**config.mk**
```make
export PLATFORM = sky130hd
export DESIGN_NAME = hsv_to_rgb_pixel
export DESIGN_NICKNAME = d
export VERILOG_FILES = /design/src/hw/rtl/hsvrgb_pkg.sv /design/src/hw/rtl/hsv_to_rgb_pixel.sv /design/src/hw/rtl/hsvrgb_div255.sv
export SDC_FILE = /design/constraint.sdc
export NUM_CORES = 1
export LEC_CHECK = 0
export BUFFER_PORTS_ARGS = -buffer_cell sky130_fd_sc_hd__buf_2
export CELL_PAD_IN_SITES_DETAIL_PLACEMENT = 1
export CELL_PAD_IN_SITES_GLOBAL_PLACEMENT = 2
export CORE_UTILIZATION = 31
export DETAILED_ROUTE_END_ITERATION = 10
export HOLD_SLACK_MARGIN = 0.15
export PLACE_DENSITY_LB_ADDON = 0.1
export SLEW_MARGIN = 20
export SYNTH_ARGS = -nofsm -noshare
export SYNTH_HDL_FRONTEND = slang
export SYNTH_SLANG_ARGS = --single-unit
```
**constraint.sdc**
```tcl
create_clock -name i_clk -period 15.3 [get_ports i_clk]
set_input_delay 3.06 -clock i_clk [delete_from_list [all_inputs] [get_ports i_clk]]
set_output_delay 3.06 -clock i_clk [all_outputs]
set_load 0.005 [all_outputs]
```
**src/hw/rtl/hsvrgb_pkg.sv**
```systemverilog
`timescale 1ns / 1ps
// ----------------------------------------------------------------------------
// hsvrgb_pkg
// Shared widths, constants and sector codes for the HSV to RGB converter.
// ----------------------------------------------------------------------------
package hsvrgb_pkg;

    localparam int HUE_W   = 13;
    localparam int CH_W    = 8;
    localparam int FRAC_W  = 16;   // chroma / offset format, 65025 = 1.0
    localparam int WGT_W   = 10;   // ramp weight 0..960
    localparam int PROD_W  = FRAC_W + WGT_W;
    localparam int S_TDATA_W = 32;
    localparam int M_TDATA_W = 24;

    localparam logic [CH_W-1:0] UNIT8 = 8'hFF;

    // 60 degree sector boundaries, hue in 1/16 degree
    localparam logic [HUE_W-1:0] HUE_60  = 13'd960;
    localparam logic [HUE_W-1:0] HUE_120 = 13'd1920;
    localparam logic [HUE_W-1:0] HUE_180 = 13'd2880;
    localparam logic [HUE_W-1:0] HUE_240 = 13'd3840;
    localparam logic [HUE_W-1:0] HUE_300 = 13'd4800;
    localparam logic [HUE_W-1:0] HUE_360 = 13'd5760;
    localparam logic [HUE_W-1:0] HUE_480 = 13'd7680;

    // floor(n/15) = (n * RECIP15) >> 24, exact for n < 2^20
    localparam int                RECIP15_W = 21;
    localparam logic [RECIP15_W-1:0] RECIP15 = 21'd1118482;
    localparam int                RECIP_SHIFT = 24;

    // floor(n/255) = (n * RECIP255) >> 24, exact for n <= 65025
    localparam int                 RECIP255_W = 17;
    localparam logic [RECIP255_W-1:0] RECIP255 = 17'd65794;

    // sector codes, one per 60 degrees
    localparam logic [2:0] SEC_RED_YEL   = 3'd0;
    localparam logic [2:0] SEC_YEL_GRN   = 3'd1;
    localparam logic [2:0] SEC_GRN_CYN   = 3'd2;
    localparam logic [2:0] SEC_CYN_BLU   = 3'd3;
    localparam logic [2:0] SEC_BLU_MAG   = 3'd4;
    localparam logic [2:0] SEC_MAG_RED   = 3'd5;

endpackage

```
**src/hw/rtl/hsv_to_rgb_pixel.sv**
```systemverilog
`timescale 1ns / 1ps
// ----------------------------------------------------------------------------
// hsv_to_rgb_pixel
// Fixed-point HSV to 8-bit RGB pixel converter, five-stage pipeline.
// ----------------------------------------------------------------------------
//
//  Channel   Dir  Payload (tdata, low bit first)                      Width
//  s side    in   hue[12:0], saturation[20:13], brightness[28:21]     32
//  m side    out  red[7:0], green[15:8], blue[23:16]                  24
//
// An accepted pixel is registered in every stage in turn, and o_m_tvalid comes
// from the last; one pixel per clock is sustained while i_m_tready stays high.
// Each stage holds a valid bit; a stage loads whenever it is empty or the
// stage after it is moving, so bubbles collapse under backpressure.
// i_m_tready low stalls only the full stages at the tail; nothing is lost or
// repeated. Synchronous active-low reset clears the valid bits only.
//
// Stage 1: chroma = V*S, offset m = V*(255-S), sector and ramp weight from hue.
// Stage 2: chroma * weight (16x10).
// Stage 3: divide by 960 as >>6 then reciprocal multiply for /15.
// Stage 4: sector table places chroma and x, offset added per channel.
// Stage 5: three reciprocal divides by 255 into the output register.
// ----------------------------------------------------------------------------
module hsv_to_rgb_pixel (
    input  logic                                i_clk,
    input  logic                                i_rst_n,
    input  logic                                i_s_tvalid,
    output logic                                o_s_tready,
    // hue[12:0], saturation[20:13], brightness[28:21], zero pad [31:29]
    input  logic [hsvrgb_pkg::S_TDATA_W-1:0]    i_s_tdata,
    output logic                                o_m_tvalid,
    input  logic                                i_m_tready,
    // red[7:0], green[15:8], blue[23:16]
    output logic [hsvrgb_pkg::M_TDATA_W-1:0]    o_m_tdata
);

    localparam int NSTG   = 5;
    localparam int FW     = hsvrgb_pkg::FRAC_W;
    localparam int CW     = hsvrgb_pkg::CH_W;
    localparam int HW     = hsvrgb_pkg::HUE_W;
    localparam int WW     = hsvrgb_pkg::WGT_W;
    localparam int PW     = hsvrgb_pkg::PROD_W;
    localparam int QIN_W  = PW - 6;                          // prod >> 6
    localparam int QMUL_W = QIN_W + hsvrgb_pkg::RECIP15_W;

    // ------------------------------------------------------------------
    // Stage flow control
    // ------------------------------------------------------------------
    logic [NSTG-1:0] r_vld;
    logic [NSTG-1:0] w_rdy;
    logic [NSTG-1:0] w_prev_vld;

    always_comb begin
        w_rdy[NSTG-1] = !r_vld[NSTG-1] || i_m_tready;
        for (int k = NSTG - 2; k >= 0; k--) begin
            w_rdy[k] = !r_vld[k] || w_rdy[k+1];
        end
        w_prev_vld = {r_vld[NSTG-2:0], i_s_tvalid};
    end

    always_ff @(posedge i_clk) begin
        if (!i_rst_n) begin
            r_vld <= '0;
        end else begin
            for (int k = 0; k < NSTG; k++) begin
                if (w_rdy[k]) begin
                    r_vld[k] <= w_prev_vld[k];
                end
            end
        end
    end

    assign o_s_tready = w_rdy[0];
    assign o_m_tvalid = r_vld[NSTG-1];

    // ------------------------------------------------------------------
    // Stage 1: products and hue decode
    // ------------------------------------------------------------------
    logic [HW-1:0] w_hue;
    logic [CW-1:0] w_sat;
    logic [CW-1:0] w_val;
    logic [HW-1:0] w_phase;    // hue mod 1920
    logic [2:0]    n_sector;
    logic [WW-1:0] n_wgt;      // 960 - |phase - 960|

    assign w_hue = i_s_tdata[HW-1:0];
    assign w_sat = i_s_tdata[HW +: CW];
    assign w_val = i_s_tdata[HW+CW +: CW];

    always_comb begin
        if (w_hue >= hsvrgb_pkg::HUE_300)      n_sector = hsvrgb_pkg::SEC_MAG_RED;
        else if (w_hue >= hsvrgb_pkg::HUE_240) n_sector = hsvrgb_pkg::SEC_BLU_MAG;
        else if (w_hue >= hsvrgb_pkg::HUE_180) n_sector = hsvrgb_pkg::SEC_CYN_BLU;
        else if (w_hue >= hsvrgb_pkg::HUE_120) n_sector = hsvrgb_pkg::SEC_GRN_CYN;
        else if (w_hue >= hsvrgb_pkg::HUE_60)  n_sector = hsvrgb_pkg::SEC_YEL_GRN;
        else                                   n_sector = hsvrgb_pkg::SEC_RED_YEL;

        // hue can reach 8191, so up to four 120 degree periods come off
        if (w_hue >= hsvrgb_pkg::HUE_480)      w_phase = w_hue - hsvrgb_pkg::HUE_480;
        else if (w_hue >= hsvrgb_pkg::HUE_360) w_phase = w_hue - hsvrgb_pkg::HUE_360;
        else if (w_hue >= hsvrgb_pkg::HUE_240) w_phase = w_hue - hsvrgb_pkg::HUE_240;
        else if (w_hue >= hsvrgb_pkg::HUE_120) w_phase = w_hue - hsvrgb_pkg::HUE_120;
        else                                   w_phase = w_hue;

        if (w_phase < hsvrgb_pkg::HUE_60) begin
            n_wgt = w_phase[WW-1:0];
        end else begin
            n_wgt = WW'(hsvrgb_pkg::HUE_120 - w_phase);
        end
    end

    logic [FW-1:0] r1_chroma;
    logic [FW-1:0] r1_ofs;
    logic [WW-1:0] r1_wgt;
    logic [2:0]    r1_sector;

    always_ff @(posedge i_clk) begin
        if (w_rdy[0] && i_s_tvalid) begin
            r1_chroma <= FW'(w_val) * FW'(w_sat);
            r1_ofs    <= FW'(w_val) * FW'(hsvrgb_pkg::UNIT8 - w_sat);
            r1_wgt    <= n_wgt;
            r1_sector <= n_sector;
        end
    end

    // ------------------------------------------------------------------
    // Stage 2: chroma * weight
    // ------------------------------------------------------------------
    logic [PW-1:0] r2_prod;
    logic [FW-1:0] r2_chroma;
    logic [FW-1:0] r2_ofs;
    logic [2:0]    r2_sector;

    always_ff @(posedge i_clk) begin
        if (w_rdy[1] && r_vld[0]) begin
            r2_prod   <= PW'(r1_chroma) * PW'(r1_wgt);
            r2_chroma <= r1_chroma;
            r2_ofs    <= r1_ofs;
            r2_sector <= r1_sector;
        end
    end

    // ------------------------------------------------------------------
    // Stage 3: x = prod / 960 = (prod >> 6) / 15
    // ------------------------------------------------------------------
    logic [QMUL_W-1:0] w_qmul;
    logic [FW-1:0]     r3_x;
    logic [FW-1:0]     r3_chroma;
    logic [FW-1:0]     r3_ofs;
    logic [2:0]        r3_sector;

    assign w_qmul = QMUL_W'(r2_prod[PW-1:6]) * QMUL_W'(hsvrgb_pkg::RECIP15);

    always_ff @(posedge i_clk) begin
        if (w_rdy[2] && r_vld[1]) begin
            r3_x      <= w_qmul[hsvrgb_pkg::RECIP_SHIFT +: FW];
            r3_chroma <= r2_chroma;
            r3_ofs    <= r2_ofs;
            r3_sector <= r2_sector;
        end
    end

    // ------------------------------------------------------------------
    // Stage 4: sector table and offset
    // ------------------------------------------------------------------
    logic [FW-1:0] w_cr;
    logic [FW-1:0] w_cg;
    logic [FW-1:0] w_cb;

    always_comb begin
        w_cr = '0;
        w_cg = '0;
        w_cb = '0;
        unique case (r3_sector)
            hsvrgb_pkg::SEC_RED_YEL: begin
                w_cr = r3_chroma;
                w_cg = r3_x;
            end
            hsvrgb_pkg::SEC_YEL_GRN: begin
                w_cr = r3_x;
                w_cg = r3_chroma;
            end
            hsvrgb_pkg::SEC_GRN_CYN: begin
                w_cg = r3_chroma;
                w_cb = r3_x;
            end
            hsvrgb_pkg::SEC_CYN_BLU: begin
                w_cg = r3_x;
                w_cb = r3_chroma;
            end
            hsvrgb_pkg::SEC_BLU_MAG: begin
                w_cr = r3_x;
                w_cb = r3_chroma;
            end
            default: begin
                w_cr = r3_chroma;
                w_cb = r3_x;
            end
        endcase
    end

    // component + offset never exceeds V*255 <= 65025
    logic [FW-1:0] r4_sum_r;
    logic [FW-1:0] r4_sum_g;
    logic [FW-1:0] r4_sum_b;

    always_ff @(posedge i_clk) begin
        if (w_rdy[3] && r_vld[2]) begin
            r4_sum_r <= w_cr + r3_ofs;
            r4_sum_g <= w_cg + r3_ofs;
            r4_sum_b <= w_cb + r3_ofs;
        end
    end

    // ------------------------------------------------------------------
    // Stage 5: divide by 255, output register
    // ------------------------------------------------------------------
    logic [CW-1:0] w_red;
    logic [CW-1:0] w_grn;
    logic [CW-1:0] w_blu;

    hsvrgb_div255 u_div_r (.i_num(r4_sum_r), .o_quot(w_red));
    hsvrgb_div255 u_div_g (.i_num(r4_sum_g), .o_quot(w_grn));
    hsvrgb_div255 u_div_b (.i_num(r4_sum_b), .o_quot(w_blu));

    logic [hsvrgb_pkg::M_TDATA_W-1:0] r5_rgb;

    always_ff @(posedge i_clk) begin
        if (w_rdy[4] && r_vld[3]) begin
            r5_rgb <= {w_blu, w_grn, w_red};
        end
    end

    assign o_m_tdata = r5_rgb;

    // ------------------------------------------------------------------
    // Assertions
    // ------------------------------------------------------------------
    // chroma plus offset is V*255, never above full scale
    a_ofs_range: assert property (@(posedge i_clk) disable iff (!i_rst_n)
        r_vld[0] |-> (17'(r1_chroma) + 17'(r1_ofs)) <= 17'd65025)
        else $error("chroma + offset out of range");

    // ramp weight stays within one sector
    a_wgt_range: assert property (@(posedge i_clk) disable iff (!i_rst_n)
        r_vld[0] |-> r1_wgt <= WW'(hsvrgb_pkg::HUE_60))
        else $error("ramp weight above 960");

    // secondary component never exceeds chroma
    a_x_le_c: assert property (@(posedge i_clk) disable iff (!i_rst_n)
        r_vld[2] |-> r3_x <= r3_chroma)
        else $error("x above chroma");

    // the middle stage keeps its item while stalled
    a_stage_hold: assert property (@(posedge i_clk) disable iff (!i_rst_n)
        (r_vld[2] && !w_rdy[2]) |=> r_vld[2])
        else $error("item lost in stalled stage");

    // input accepted into an empty pipe moves through every stage register to the output
    a_latency: assert property (@(posedge i_clk) disable iff (!i_rst_n)
        (i_s_tvalid && o_s_tready && !r_vld[3] && !r_vld[4])
            |-> ##5 r_vld[4])
        else $error("item missing at output");

endmodule

```
**src/hw/rtl/hsvrgb_div255.sv**
```systemverilog
`timescale 1ns / 1ps
// ----------------------------------------------------------------------------
// hsvrgb_div255
// Truncating divide by 255 through a reciprocal multiply.
// ----------------------------------------------------------------------------
module hsvrgb_div255 (
    input  logic [hsvrgb_pkg::FRAC_W-1:0] i_num,
    output logic [hsvrgb_pkg::CH_W-1:0]   o_quot
);

    localparam int MUL_W = hsvrgb_pkg::FRAC_W + hsvrgb_pkg::RECIP255_W;

    logic [MUL_W-1:0] w_prod;

    assign w_prod = MUL_W'(i_num) * MUL_W'(hsvrgb_pkg::RECIP255);
    // quotient never exceeds 255 for the legal input range
    assign o_quot = w_prod[hsvrgb_pkg::RECIP_SHIFT +: hsvrgb_pkg::CH_W];

endmodule

```
==> metrics <==
dpl hpwl=52050 um; post-cts repair resize count=0; TritonCTS clock tree=done; crit path DAT=4.33 ns; first-pass GRT wire length=104700 um; CTS clk-pin slew, worst paths=0.06 ns; syn_nets=3278; Max stage delay cell, worst path=and3_1; Final period util=48.28%; post-synthesis simple-gate area fraction=12.36%; Fillers=9227; Avg Cell Area, Syn=10.30 um2; final net count=3318; diodes inserted=0; crit-path cells=buf_2 -> nor2b_1 -> and3_1 -> nand3_1 -> buf_2; Max Slew Vio Count=0; detailed-route via count=17570; area share of fa/ha/maj cells after synthesis=41.74%; starting density of the core=31.43%; number of clock sinks=228; reg2reg end=r2_prod[25]; largest family of logic cells by synthesized area=adder cells; CP required=12.24 ns; Critical Path Max Stage Delay=0.49 ns; Post-synth EDFFs=223; post-synthesis mux area share=0.4501%; Yosys cell types=68; root buffer cell=clkbuf_16; Detailed Route WL=63780 um; number of buffers created by CTS=29; r2r worst-path depth=19; initial DRC count=493; Hold Crit Class=reg -> reg; Final min period=7.386 ns; total gr overflow=0; nature of the critical path endpoint=output pin; Final Setup Violations=0; Synth Register Bits=228; worst slew pin tran=0.9009 ns; H-tree depth=1; Critical Setup Path Class=in -> out; Die Wd=290.8 um; unrepaired setup endpoints after global routing=no; Compound-Gate Fraction of Synth Area=8.756%; status=complete, no violations; area of the multi-input gates=0.01748 mm2; Syn. warnings=0; Setup TNS Final=0 ns; GP Congestion=0.8124; Fmax=135.4 MHz; die height=290.8 um; I/O Buffers=58; CP Launch Type=input port; cell mode on critical path=buf_2; setup slack, reg-to-reg=8.90 ns; layout cells sized above 1=5.521%; post-cts hold buffer count=0; post-route ant nets=0; Layout Skew=0.01612 ns; largest net degree at the start of global routing=56; Hold Violations, Final=0; vias per inst=4.824; initial antenna violation count=0; std cell rows=105; reg-to-reg startpoint=r1_chroma[5]; GRT Util Overall=15.40%; IO Pins=62; prevailing post-synth register cell=edfxtp_1; area growth from synthesis to layout=9.457%; Clock Latency Late Sink=0.58 ns; drt pass-1 iters=4; register area=0.006797 mm2; DR WL/cell=17.51 um; XOR/XNOR Fraction of Synth Area=4.133%; CP startpoint=i_m_tready; die area=0.08455 mm2; max_cap viols=0; Post-route DRC=0; Slew HR=38.39%; vias in the first global route=19520; Gate Count Post-Synth=2511; CP endpoint=o_s_tready; core area=0.08224 mm2; Seq/Total Area, Yosys=26.29%; post-CTS setup buffer count=0; post-synthesis cell area=0.02585 mm2; maximum clock insertion buffer count=3; FFs w/ async S/R, synth=0%; CP Max Fanout=6
-- cells in the mapped netlist, types with 4 or more instances --
cell	number	share of area, %
or3_1	8	0.19
a31o_2	4	0.14
clkbuf_1	60	0.87
a21o_1	25	0.73
edfxtp_1	223	26
or2_2	5	0.12
a31oi_1	9	0.22
inv_1	365	5.3
a22o_1	31	1.1
xnor2_1	91	3.1
dfxtp_1	5	0.39
o31a_1	4	0.14
o211ai_1	4	0.12
and2_1	117	2.8
nor2b_1	67	1.6
ha_1	512	25
nand2b_1	33	0.80
o21ai_0	79	1.5
mux2i_1	9	0.35
nor3_1	26	0.50
and3_1	8	0.19
a21oi_1	93	1.8
nand3_1	24	0.46
o2111ai_1	4	0.14
o21bai_1	11	0.32
nand2_1	229	3.3
fa_1	219	17
a21boi_0	9	0.26
a211oi_1	16	0.46
o21a_1	21	0.61
nand4_1	11	0.27
xor2_1	31	1.1
nor2_1	104	1.5
-- stage by stage --
| stage | cells | instance area, um2 | utilization, % | worst slack (ns) | hold slack (ns) |
|---|---|---|---|---|---|
| 2_1_floorplan | 2511 | 25850 | - | 7.280 | 0.4003 |
| 3_3_place_gp | 3590 | 27400 | 33.32 | 7.489 | 0.4023 |
| 3_5_place_dp | 3590 | 27400 | 33.32 | 7.449 | 0.4063 |
| 6_report | 3642 | 28300 | 34.41 | 7.914 | 0.4127 |
| 4_1_cts | 3642 | 28300 | 34.41 | 7.897 | 0.4123 |
| 5_1_grt | 3642 | 28300 | 34.41 | 7.799 | 0.4190 |
-- cells by family (layout without fill, tap and decap cells) --
logic type / Yosys count / count (layout)
adders and majority gates: 731 / 731
and+or+nand+nor: 647 / 647
buffers and inverters: 430 / 491
AOI/OAI and AO/OA: 342 / 342
DFF: 228 / 228
xor gates and xnor gates: 122 / 122
muxes: 11 / 11
-- flip-flops by register name, indices dropped and copies added (netlist names) --
signal / count
r1_ofs: 16
r3_ofs: 16
r1_chroma: 16
r1_sector: 3
r2_prod: 20
r4_sum_r: 16
r4_sum_g: 16
r3_sector: 3
r_vld: 5
r2_sector: 3
r3_chroma: 16
r1_wgt: 10
r3_x: 16
r2_ofs: 16
o_m_tdata: 24
r4_sum_b: 16
r2_chroma: 16
-- critical path, delay by kind of cell --
family                 cells  cell delay, ns
buffers and inverters      2            0.24
and+or+nand+nor            3            1.02
-- worst min path at each step --
stage / slack (ns) / end / start / cells after the start
after global placement: 0.40 / r3_ofs[3] / r2_ofs[3] / 0
after CTS: 0.41 / r3_chroma[5] / r2_chroma[5] / 0
final: 0.41 / r3_chroma[5] / r2_chroma[5] / 0
after global routing: 0.42 / r3_sector[1] / r2_sector[1] / 0
after detailed placement: 0.41 / r2_ofs[0] / r1_ofs[0] / 0
after floorplan: 0.40 / r2_ofs[0] / r1_ofs[0] / 0
-- area by class of cell --
cell class	count	area share, %
Timing Repair Buffer	74	1.450
Sequential cell	228	24.02
Multi-Input combinational cell	1853	61.79
Clock inverter	16	0.5085
Clock buffer	36	2.658
Tap cell	1070	4.731
Inverter	365	4.842
-- cell usage in the layout (no fill, tap or decap), types with 31 or more instances in the layout --
master	netlist	routed
nand2b_1	33	33
nand2_1	229	229
and2_1	117	117
nor2_1	104	104
ha_1	512	512
edfxtp_1	223	223
xor2_1	31	31
xnor2_1	91	91
buf_2	3	58
fa_1	219	219
inv_1	365	365
a21oi_1	93	92
a22o_1	31	31
nor2b_1	67	65
o21ai_0	79	79
-- per-layer routing --
metal	vias up	track usage, %	routed length (um)
met5	-	0	0
met2	133	27.20	30840
met4	0	3.123	1261
li1	8569	-	-
met3	61	1.377	1256
met1	8807	20.40	30420
Power is not shown: default switching activity piles up to over one toggle a cycle in this logic, so the estimate is an artifact.
